<file path="config.mk">
export PLATFORM = sky130hd
export DESIGN_NAME = wave_equation_stencil_step_unit
export DESIGN_NICKNAME = d
export VERILOG_FILES = /design/src/hdl/wes_pkg.sv /design/src/hdl/wave_equation_stencil_step_unit.sv /design/src/hdl/wes_ram.sv
export SDC_FILE = /design/constraint.sdc
export NUM_CORES = 2
export LEC_CHECK = 0
export BUFFER_PORTS_ARGS = -buffer_cell sky130_fd_sc_hd__buf_2
export CAP_MARGIN = 25
export CORE_MARGIN = 5
export CORE_UTILIZATION = 66
export CTS_BUF_LIST = sky130_fd_sc_hd__clkbuf_4
export CTS_CLUSTER_DIAMETER = 30
export DETAILED_ROUTE_END_ITERATION = 8
export PLACE_DENSITY = 0.88
export SETUP_SLACK_MARGIN = 0.05
export SLEW_MARGIN = 20
export SYNTH_ARGS = -nofsm -noshare
export SYNTH_HDL_FRONTEND = slang
export SYNTH_SLANG_ARGS = --single-unit
</file>
<file path="constraint.sdc">
create_clock -name clk -period 10.8 [get_ports clk]
set_input_delay 0.54 -clock clk [delete_from_list [all_inputs] [get_ports clk]]
set_output_delay 0.54 -clock clk [all_outputs]
set_load 0.01 [all_outputs]
</file>
<file path="src/hdl/wes_pkg.sv">
// ----------------------------------------------------------------------------
// wes_pkg
// Shared sizes, state encoding and the grey-level mapping for the wave
// equation stencil step unit.
// ----------------------------------------------------------------------------
package wes_pkg;

    localparam int MAX_POINTS = 64;
    localparam int IDX_W      = $clog2(MAX_POINTS);
    localparam int LEN_W      = IDX_W + 1;
    localparam int SAMPLE_W   = 16;
    localparam int COEFF_W    = 16;
    localparam int PIXEL_W    = 8;

    localparam logic [LEN_W-1:0] MIN_LEN = LEN_W'(3);
    localparam logic [LEN_W-1:0] MAX_LEN = LEN_W'(MAX_POINTS);

    localparam logic [COEFF_W-1:0] COEFF_RESET = COEFF_W'(655);

    typedef enum logic {
        REQ_LOAD = 1'b0,
        REQ_STEP = 1'b1
    } req_type_t;

    typedef enum logic {
        CFG_POINTS = 1'b0,
        CFG_COEFF  = 1'b1
    } cfg_index_t;

    typedef enum logic [1:0] {
        ST_IDLE,
        ST_LOAD,
        ST_STEP,
        ST_DRAIN
    } state_t;

    // pixel = trunc((v + 16384) * 127 / 16384), clamped to 0..255
    function automatic logic [PIXEL_W-1:0] grey_level(input logic signed [SAMPLE_W-1:0] v);
        logic signed [SAMPLE_W:0] off;
        logic [23:0]              scaled;
        logic [9:0]               q;
        off    = (SAMPLE_W+1)'(v) + (SAMPLE_W+1)'(16384);
        scaled = {8'd0, off[SAMPLE_W-1:0]} * 24'd127;
        q      = scaled[23:14];
        if (off < 0) begin
            return '0;
        end
        else if (q > 10'd255) begin
            return '1;
        end
        else begin
            return q[PIXEL_W-1:0];
        end
    endfunction

endpackage

</file>
<file path="src/hdl/wave_equation_stencil_step_unit.sv">
// ----------------------------------------------------------------------------
// wave_equation_stencil_step_unit
// Load request: 1 result, strobed after the unit passes through the load
//   state; the next request may be accepted once the unit is back in idle.
// Step request over n points: points are read from the row RAMs in order,
//   pass stages B, C and D and are strobed in order; busy holds until drained.
// Reset clears control, load position and configuration (64 points,
//   coefficient 655); row RAMs hold garbage until loaded. The receiver
//   cannot stall.
// ----------------------------------------------------------------------------
module wave_equation_stencil_step_unit (
    input  logic                               clk,
    input  logic                               rst_n,
    input  logic                               start,
    output logic                               busy,
    input  logic                               req_type,
    input  logic signed [wes_pkg::SAMPLE_W-1:0] sample,
    output logic                               strobe,
    output logic [wes_pkg::PIXEL_W-1:0]        pixel,
    output logic [wes_pkg::IDX_W-1:0]          point_index,
    output logic                               last,
    input  logic                               cfg_valid,
    output logic                               cfg_ready,
    input  logic                               cfg_index,
    input  logic [15:0]                        cfg_data
);

    import wes_pkg::*;

    // configuration
    logic [LEN_W-1:0]   points_reg;
    logic [COEFF_W-1:0] coeff_reg;
    logic [LEN_W-1:0]   row_len;

    // control
    state_t             state_reg;
    state_t             state_next;
    logic [LEN_W-1:0]   rd_cnt_reg;
    logic [LEN_W-1:0]   rd_cnt_next;
    logic [LEN_W-1:0]   load_pos_reg;
    logic [LEN_W-1:0]   load_pos_next;
    logic               accept;
    logic               issue;
    logic               load_wr;

    // load request
    logic [LEN_W-1:0]          ld_pos;
    logic [LEN_W-1:0]          ld_pos_inc;
    logic [IDX_W-1:0]          ld_idx_reg;
    logic signed [SAMPLE_W-1:0] ld_val_reg;

    // row memories
    logic                      ram_wr_en;
    logic [IDX_W-1:0]          ram_wr_addr;
    logic [SAMPLE_W-1:0]       cur_wr_data;
    logic [SAMPLE_W-1:0]       prev_wr_data;
    logic [SAMPLE_W-1:0]       cur_rd_data;
    logic [SAMPLE_W-1:0]       prev_rd_data;

    // stage B: read data back, stencil window
    logic                      b_vld_reg;
    logic [LEN_W-1:0]          b_idx_reg;
    logic signed [SAMPLE_W-1:0] win_l_reg;
    logic signed [SAMPLE_W-1:0] win_m_reg;
    logic signed [SAMPLE_W-1:0] prev_d_reg;
    logic                      b_proc;
    logic [LEN_W-1:0]          b_point;
    logic signed [17:0]        lap;

    // stage C: product
    logic                      c_vld_reg;
    logic [IDX_W-1:0]          c_idx_reg;
    logic signed [34:0]        c_prod_reg;
    logic signed [SAMPLE_W-1:0] c_mid_reg;
    logic signed [SAMPLE_W-1:0] c_prev_reg;
    logic                      c_edge_reg;
    logic                      c_last_reg;
    logic signed [35:0]        c_rnd;
    logic signed [19:0]        c_term;
    logic signed [21:0]        c_sum;
    logic signed [SAMPLE_W-1:0] c_next;

    // stage D: write back and emit
    logic                      d_vld_reg;
    logic [IDX_W-1:0]          d_idx_reg;
    logic signed [SAMPLE_W-1:0] d_next_reg;
    logic signed [SAMPLE_W-1:0] d_mid_reg;
    logic                      d_last_reg;

    // output
    logic                      strobe_reg;
    logic [PIXEL_W-1:0]        pixel_reg;
    logic [IDX_W-1:0]          index_reg;
    logic                      last_reg;

    assign cfg_ready = 1'b1;

    always_ff @(posedge clk or negedge rst_n)
    begin
        if (!rst_n)
        begin
            points_reg <= MAX_LEN;
            coeff_reg  <= COEFF_RESET;
        end
        else if (cfg_valid && cfg_ready)
        begin
            case (cfg_index_t'(cfg_index))
                CFG_POINTS: points_reg <= cfg_data[LEN_W-1:0];
                CFG_COEFF:  coeff_reg  <= cfg_data[COEFF_W-1:0];
                default:    points_reg <= points_reg;
            endcase
        end
    end

    assign row_len = (points_reg < MIN_LEN) ? MIN_LEN :
                     ((points_reg > MAX_LEN) ? MAX_LEN : points_reg);

    // ------------------------------------------------------------------
    // sequencer
    // ------------------------------------------------------------------
    assign accept = start && !busy;

    always_comb
    begin
        state_next = state_reg;
        case (state_reg)
            ST_IDLE:
            begin
                if (accept)
                begin
                    state_next = (req_type_t'(req_type) == REQ_STEP) ? ST_STEP : ST_LOAD;
                end
            end
            ST_LOAD:
            begin
                state_next = ST_IDLE;
            end
            ST_STEP:
            begin
                if (rd_cnt_reg == row_len)
                begin
                    state_next = ST_DRAIN;
                end
            end
            ST_DRAIN:
            begin
                if (!b_vld_reg && !c_vld_reg && !d_vld_reg)
                begin
                    state_next = ST_IDLE;
                end
            end
            default:
            begin
                state_next = ST_IDLE;
            end
        endcase
    end

    always_comb
    begin
        busy    = 1'b1;
        issue   = 1'b0;
        load_wr = 1'b0;
        case (state_reg)
            ST_IDLE:  busy    = 1'b0;
            ST_LOAD:  load_wr = 1'b1;
            ST_STEP:  issue   = 1'b1;
            ST_DRAIN: busy    = 1'b1;
            default:  busy    = 1'b1;
        endcase
    end

    assign rd_cnt_next = issue ? rd_cnt_reg + LEN_W'(1) : '0;

    assign ld_pos     = (load_pos_reg >= row_len) ? '0 : load_pos_reg;
    assign ld_pos_inc = ld_pos + LEN_W'(1);

    always_comb
    begin
        load_pos_next = load_pos_reg;
        if (accept && req_type_t'(req_type) == REQ_LOAD)
        begin
            load_pos_next = (ld_pos_inc >= row_len) ? '0 : ld_pos_inc;
        end
    end

    always_ff @(posedge clk or negedge rst_n)
    begin
        if (!rst_n)
        begin
            state_reg    <= ST_IDLE;
            rd_cnt_reg   <= '0;
            load_pos_reg <= '0;
            b_vld_reg    <= 1'b0;
            c_vld_reg    <= 1'b0;
            d_vld_reg    <= 1'b0;
            strobe_reg   <= 1'b0;
        end
        else
        begin
            state_reg    <= state_next;
            rd_cnt_reg   <= rd_cnt_next;
            load_pos_reg <= load_pos_next;
            b_vld_reg    <= issue;
            c_vld_reg    <= b_proc;
            d_vld_reg    <= c_vld_reg;
            strobe_reg   <= load_wr || d_vld_reg;
        end
    end

    always_ff @(posedge clk)
    begin
        if (accept)
        begin
            ld_idx_reg <= ld_pos[IDX_W-1:0];
            ld_val_reg <= (ld_pos == '0 || ld_pos == row_len - LEN_W'(1)) ? '0 : sample;
        end
    end

    // ------------------------------------------------------------------
    // row memories
    // ------------------------------------------------------------------
    assign ram_wr_en    = load_wr || d_vld_reg;
    assign ram_wr_addr  = load_wr ? ld_idx_reg : d_idx_reg;
    assign cur_wr_data  = load_wr ? ld_val_reg : d_next_reg;
    assign prev_wr_data = load_wr ? ld_val_reg : d_mid_reg;

    wes_ram #(
        .WIDTH (SAMPLE_W),
        .DEPTH (MAX_POINTS)
    ) u_cur_row (
        .clk     (clk),
        .wr_en   (ram_wr_en),
        .wr_addr (ram_wr_addr),
        .wr_data (cur_wr_data),
        .rd_addr (rd_cnt_reg[IDX_W-1:0]),
        .rd_data (cur_rd_data)
    );

    wes_ram #(
        .WIDTH (SAMPLE_W),
        .DEPTH (MAX_POINTS)
    ) u_prev_row (
        .clk     (clk),
        .wr_en   (ram_wr_en),
        .wr_addr (ram_wr_addr),
        .wr_data (prev_wr_data),
        .rd_addr (rd_cnt_reg[IDX_W-1:0]),
        .rd_data (prev_rd_data)
    );

    // ------------------------------------------------------------------
    // stencil pipeline
    // ------------------------------------------------------------------
    always_ff @(posedge clk)
    begin
        if (issue)
        begin
            b_idx_reg <= rd_cnt_reg;
        end
        if (b_vld_reg)
        begin
            win_l_reg  <= win_m_reg;
            win_m_reg  <= $signed(cur_rd_data);
            prev_d_reg <= $signed(prev_rd_data);
        end
    end

    assign b_proc  = b_vld_reg && (b_idx_reg != '0);
    assign b_point = b_idx_reg - LEN_W'(1);
    assign lap     = 18'(win_l_reg) - (18'(win_m_reg) <<< 1) + 18'($signed(cur_rd_data));

    always_ff @(posedge clk)
    begin
        if (b_proc)
        begin
            c_idx_reg  <= b_point[IDX_W-1:0];
            c_prod_reg <= 35'(lap) * 35'($signed({1'b0, coeff_reg}));
            c_mid_reg  <= win_m_reg;
            c_prev_reg <= prev_d_reg;
            c_edge_reg <= (b_point == '0) || (b_point == row_len - LEN_W'(1));
            c_last_reg <= (b_point == row_len - LEN_W'(1));
        end
    end

    assign c_rnd  = 36'(c_prod_reg) + 36'sd32768;
    assign c_term = c_rnd[35:16];
    assign c_sum  = 22'(c_term) + (22'(c_mid_reg) <<< 1) - 22'(c_prev_reg);

    always_comb
    begin
        if (c_edge_reg)
        begin
            c_next = '0;
        end
        else if (c_sum > 22'sd32767)
        begin
            c_next = 16'sh7FFF;
        end
        else if (c_sum < -22'sd32768)
        begin
            c_next = 16'sh8000;
        end
        else
        begin
            c_next = c_sum[SAMPLE_W-1:0];
        end
    end

    always_ff @(posedge clk)
    begin
        if (c_vld_reg)
        begin
            d_idx_reg  <= c_idx_reg;
            d_next_reg <= c_next;
            d_mid_reg  <= c_mid_reg;
            d_last_reg <= c_last_reg;
        end
    end

    // ------------------------------------------------------------------
    // result
    // ------------------------------------------------------------------
    always_ff @(posedge clk)
    begin
        if (load_wr)
        begin
            pixel_reg <= grey_level(ld_val_reg);
            index_reg <= ld_idx_reg;
            last_reg  <= 1'b0;
        end
        else if (d_vld_reg)
        begin
            pixel_reg <= grey_level(d_next_reg);
            index_reg <= d_idx_reg;
            last_reg  <= d_last_reg;
        end
    end

    assign strobe      = strobe_reg;
    assign pixel       = pixel_reg;
    assign point_index = index_reg;
    assign last        = last_reg;

`ifndef NO_ASSERTIONS
    a_accept_busy: assert property (@(posedge clk) disable iff (!rst_n)
        accept |=> busy)
        else $error("accepted request did not raise busy");

    a_load_result: assert property (@(posedge clk) disable iff (!rst_n)
        (state_reg == ST_LOAD) |=> (state_reg == ST_IDLE) && strobe)
        else $error("load did not return exactly one result");

    a_writeback_busy: assert property (@(posedge clk) disable iff (!rst_n)
        d_vld_reg |-> busy)
        else $error("write-back pending while idle");

    a_no_rw_overlap: assert property (@(posedge clk) disable iff (!rst_n)
        (issue && d_vld_reg) |-> (ram_wr_addr != rd_cnt_reg[IDX_W-1:0]))
        else $error("row read and write-back hit the same entry");
`endif

endmodule

</file>
<file path="src/hdl/wes_ram.sv">
// ----------------------------------------------------------------------------
// wes_ram
// Generic single-write, single-read synchronous RAM with registered read.
// ----------------------------------------------------------------------------
module wes_ram #(
    parameter int WIDTH = 16,
    parameter int DEPTH = 64
) (
    input  logic                     clk,
    input  logic                     wr_en,
    input  logic [$clog2(DEPTH)-1:0] wr_addr,
    input  logic [WIDTH-1:0]         wr_data,
    input  logic [$clog2(DEPTH)-1:0] rd_addr,
    output logic [WIDTH-1:0]         rd_data
);

    logic [WIDTH-1:0] mem [DEPTH];

    always_ff @(posedge clk)
    begin
        if (wr_en)
        begin
            mem[wr_addr] <= wr_data;
        end
        rd_data <= mem[rd_addr];
    end

endmodule

</file>
==> impl_metrics.env <==
export IMPL_run_status="complete, no violations"
export IMPL_ant_nets=0
export IMPL_grt_max_degree=156
export IMPL_worst_path_clk_slew_ps=70
export IMPL_route_detailed_wl_per_inst_um=33.9
export IMPL_drtPass1Iterations=8
export IMPL_reg2reg_from="win_m_reg[1]"
export IMPL_gr_total_overflow=0
export IMPL_grt_first_pass_wirelength_um=426000
export IMPL_slew_headroom_pct=24.7
export IMPL_post_route_period_util_pct=86.5
export IMPL_ff2ff_setup_slack_ps=1450
export IMPL_tritoncts_num_buffers=593
export IMPL_clock_sinks=2314
export IMPL_first_global_vias=63300
export IMPL_ff_latch_area_mm2=0.0690
export IMPL_floorplan_die_width_um=411
export IMPL_cp_max_fo=17
export IMPL_drt_iter0_markers=9727
export IMPL_die_y_um=411
export IMPL_synthFlopType="edfxtp_1"
export IMPL_fin_worst_hold_slack_ps=138
export IMPL_critPathArrivalTime_ps=10410
export IMPL_io_pin_count=56
export IMPL_final_min_clock_period_ps=9350
export IMPL_placedInstanceArea_mm2=0.110
export IMPL_rsz_0062_raised_after_global_routing="false"
export IMPL_clk_latency_ps=1350
export IMPL_final_setup_tns_ps=0
export IMPL_ctsLongestPathBuffers=4
export IMPL_worstSetupStartpointType="flip-flop"
export IMPL_tritoncts="done"
export IMPL_syn_cell_area_mm2=0.106
export IMPL_post_cts_buffers=0
export IMPL_layout_drive_gt1_share_pct=28.5
export IMPL_final_setup_viol_count=0
export IMPL_fin_worst_skew_ps=126
export IMPL_gp_congestion=0.903
export IMPL_endpoint_kind="flip-flop"
export IMPL_reg2regPathDepth=30
export IMPL_final_setup_worst_slack_ps=1450
export IMPL_synthMostInstantiatedCell="edfxtp_1"
export IMPL_critical_path_slowest_cell="xnor2_1"
export IMPL_type_of_the_worst_min_delay_path="input pin to flip-flop"
export IMPL_cts_resized=0
export IMPL_finalInstanceArea_mm2=0.118
export IMPL_antenna_violations_before_repair=24
export IMPL_yosys_area_top_type="edfxtp_1"
export IMPL_report_final_slew_viol_count=0
export IMPL_synthToLayoutAreaGrowth_pct=11.4
export IMPL_timing_critical_path_slowest_cell_delay_ps=760
export IMPL_synth_enable_flop_cells=2238
export IMPL_worst_endpoint_required_ps=11870
export IMPL_max_freq_mhz=107
export IMPL_hpwlAfterDp_um=177000
export IMPL_worst_slew_pin_slew_ps=1130
export IMPL_grtUsageTotal_pct=35.5
export IMPL_num_nets_final=7085
export IMPL_drt_wl_total_um=304000
export IMPL_root_buffer="clkbuf_4"
export IMPL_syn_num_nets=6469
export IMPL_hold_fix_buffer_count_after_cts=76
export IMPL_initial_core_util_pct=66.2
export IMPL_worstHoldEndpoint="coeff_reg[2]"
export IMPL_hold_path_startpoint="cfg_data[2]"
export IMPL_cts_htree_levels=6
export IMPL_hold_path_depth=3
export IMPL_drc=0
export IMPL_synth_sequential_area_ratio_pct=64.9
export IMPL_worstReg2RegEnd="c_prod_reg[32]"
export IMPL_yosysTopAreaCellShare_pct=63.3
export IMPL_leading_cell_types_by_count_after_synthesis="edfxtp_1 (2238), mux4_2 (672), inv_1 (598)"
export IMPL_synth_avg_cell_area_um2=18.4
export IMPL_path_class="flip-flop to flip-flop"
export IMPL_via_count=61600
export IMPL_fp_coreArea_mm2=0.160
export IMPL_layout_fillers=8678
export IMPL_synth_warnings=0
export IMPL_worst_path_most_repeated_cell="fa_1"
export IMPL_portBuffers=54
export IMPL_multi_input_area_mm2=0.0348
export IMPL_yosys_top_cells_area="edfxtp_1 (63%), mux4_2 (14%), fa_1 (8.0%), ha_1 (2.7%), inv_1 (2.1%)"
export IMPL_yosys_cell_types_count=84
export IMPL_drv_max_cap_violation_count=0
export IMPL_synth_seq_cells=2314
export IMPL_hold_viol=0
export IMPL_dieArea_mm2=0.169
export IMPL_row_count=147
export IMPL_synthCells=5779
export IMPL_routed_via_density=6.87
export IMPL_placement_setup_worst_slack_ps=1750
export IMPL_synth_async_reset_ratio_pct=1.86
==> per-stage QoR <==
stage	instances	utilization [%]
floorplan	5779	-
global placement	7866	68.5
detailed placement	7878	68.6
CTS	8956	73.7
global route	8964	73.8
finish	8973	73.8
==> per-layer routing <==
metal | part of all wire [%] | global-route usage, % | vias up | wire length (um)
li1 | - | - | 23500 | -
met1 | 31 | 42.8 | 30800 | 92800
met2 | 49 | 57.7 | 5916 | 150000
met3 | 13 | 10.1 | 1390 | 38700
met4 | 7.5 | 21.5 | 22 | 22700
met5 | 0.048 | 0 | - | 147
==> critical path, delay by kind of cell, from the launching register on <==
| kind | cells | cell delay, ps |
|---|---|---|
| fa+ha+maj | 8 | 3940 |
| compound gates | 11 | 2580 |
| xor+xnor | 3 | 1060 |
| simple gates | 3 | 570 |
| buf+inv | 5 | 510 |
| flops | 1 | 430 |
==> kinds of logic after synthesis <==
family / Yosys count / synth area share, %
simple gates: 800 / 3.50
mux: 709 / 14.6
xor+xnor: 130 / 1.08
other cells: 1 / 0.00353
flops: 2314 / 64.9
compound gates: 325 / 2.06
fa+ha+maj: 658 / 10.7
buf+inv: 842 / 3.11
==> cell usage in the layout (no fill, tap or decap), drive strengths merged, types with 18 or more instances in the layout <==
master	netlist	routed
nand3	40	40
nand4	19	19
and2	114	114
fa	425	425
dlygate4sd3	0	76
bufinv	0	18
nor3	27	27
clkbuf	156	847
ha	227	227
a21oi	87	87
a211oi	22	22
dfxtp	33	33
xor2	32	32
xnor2	98	98
o21ai	84	84
nor2b	39	39
clkinv	0	122
edfxtp	2238	2238
nand2	340	340
mux4	672	672
mux2	23	23
inv	599	612
dfrtp	36	36
a21o	28	28
buf	87	188
nand2b	20	20
nor2	152	152
==> worst max-delay path by stage <==
stage                           to         start  depth (start not counted)  slack (ps)
finish              c_prod_reg[32]  win_m_reg[1]                         30        1450
global route        c_prod_reg[32]  win_m_reg[1]                         30         970
detailed placement  c_prod_reg[32]  win_m_reg[1]                         30        1750
floorplan           c_prod_reg[32]  win_m_reg[1]                         32        2730
CTS                 c_prod_reg[32]  win_m_reg[1]                         30        1650
global placement    c_prod_reg[32]  win_m_reg[1]                         28        1690
==> layout make-up <==
type	instances	share of cell area, %
flip-flops and latches	2314	58.3
multi-input cells	2623	29.4
clock inverters	155	0.914
diodes	11	0.0232
clock buffers	847	5.37
repair buffers	264	1.88
well taps	2160	2.28
inverters	599	1.90
Power is left out: the tool's default activity adds up to more than one toggle a clock period on the data nets, which glitch-free logic cannot reach.
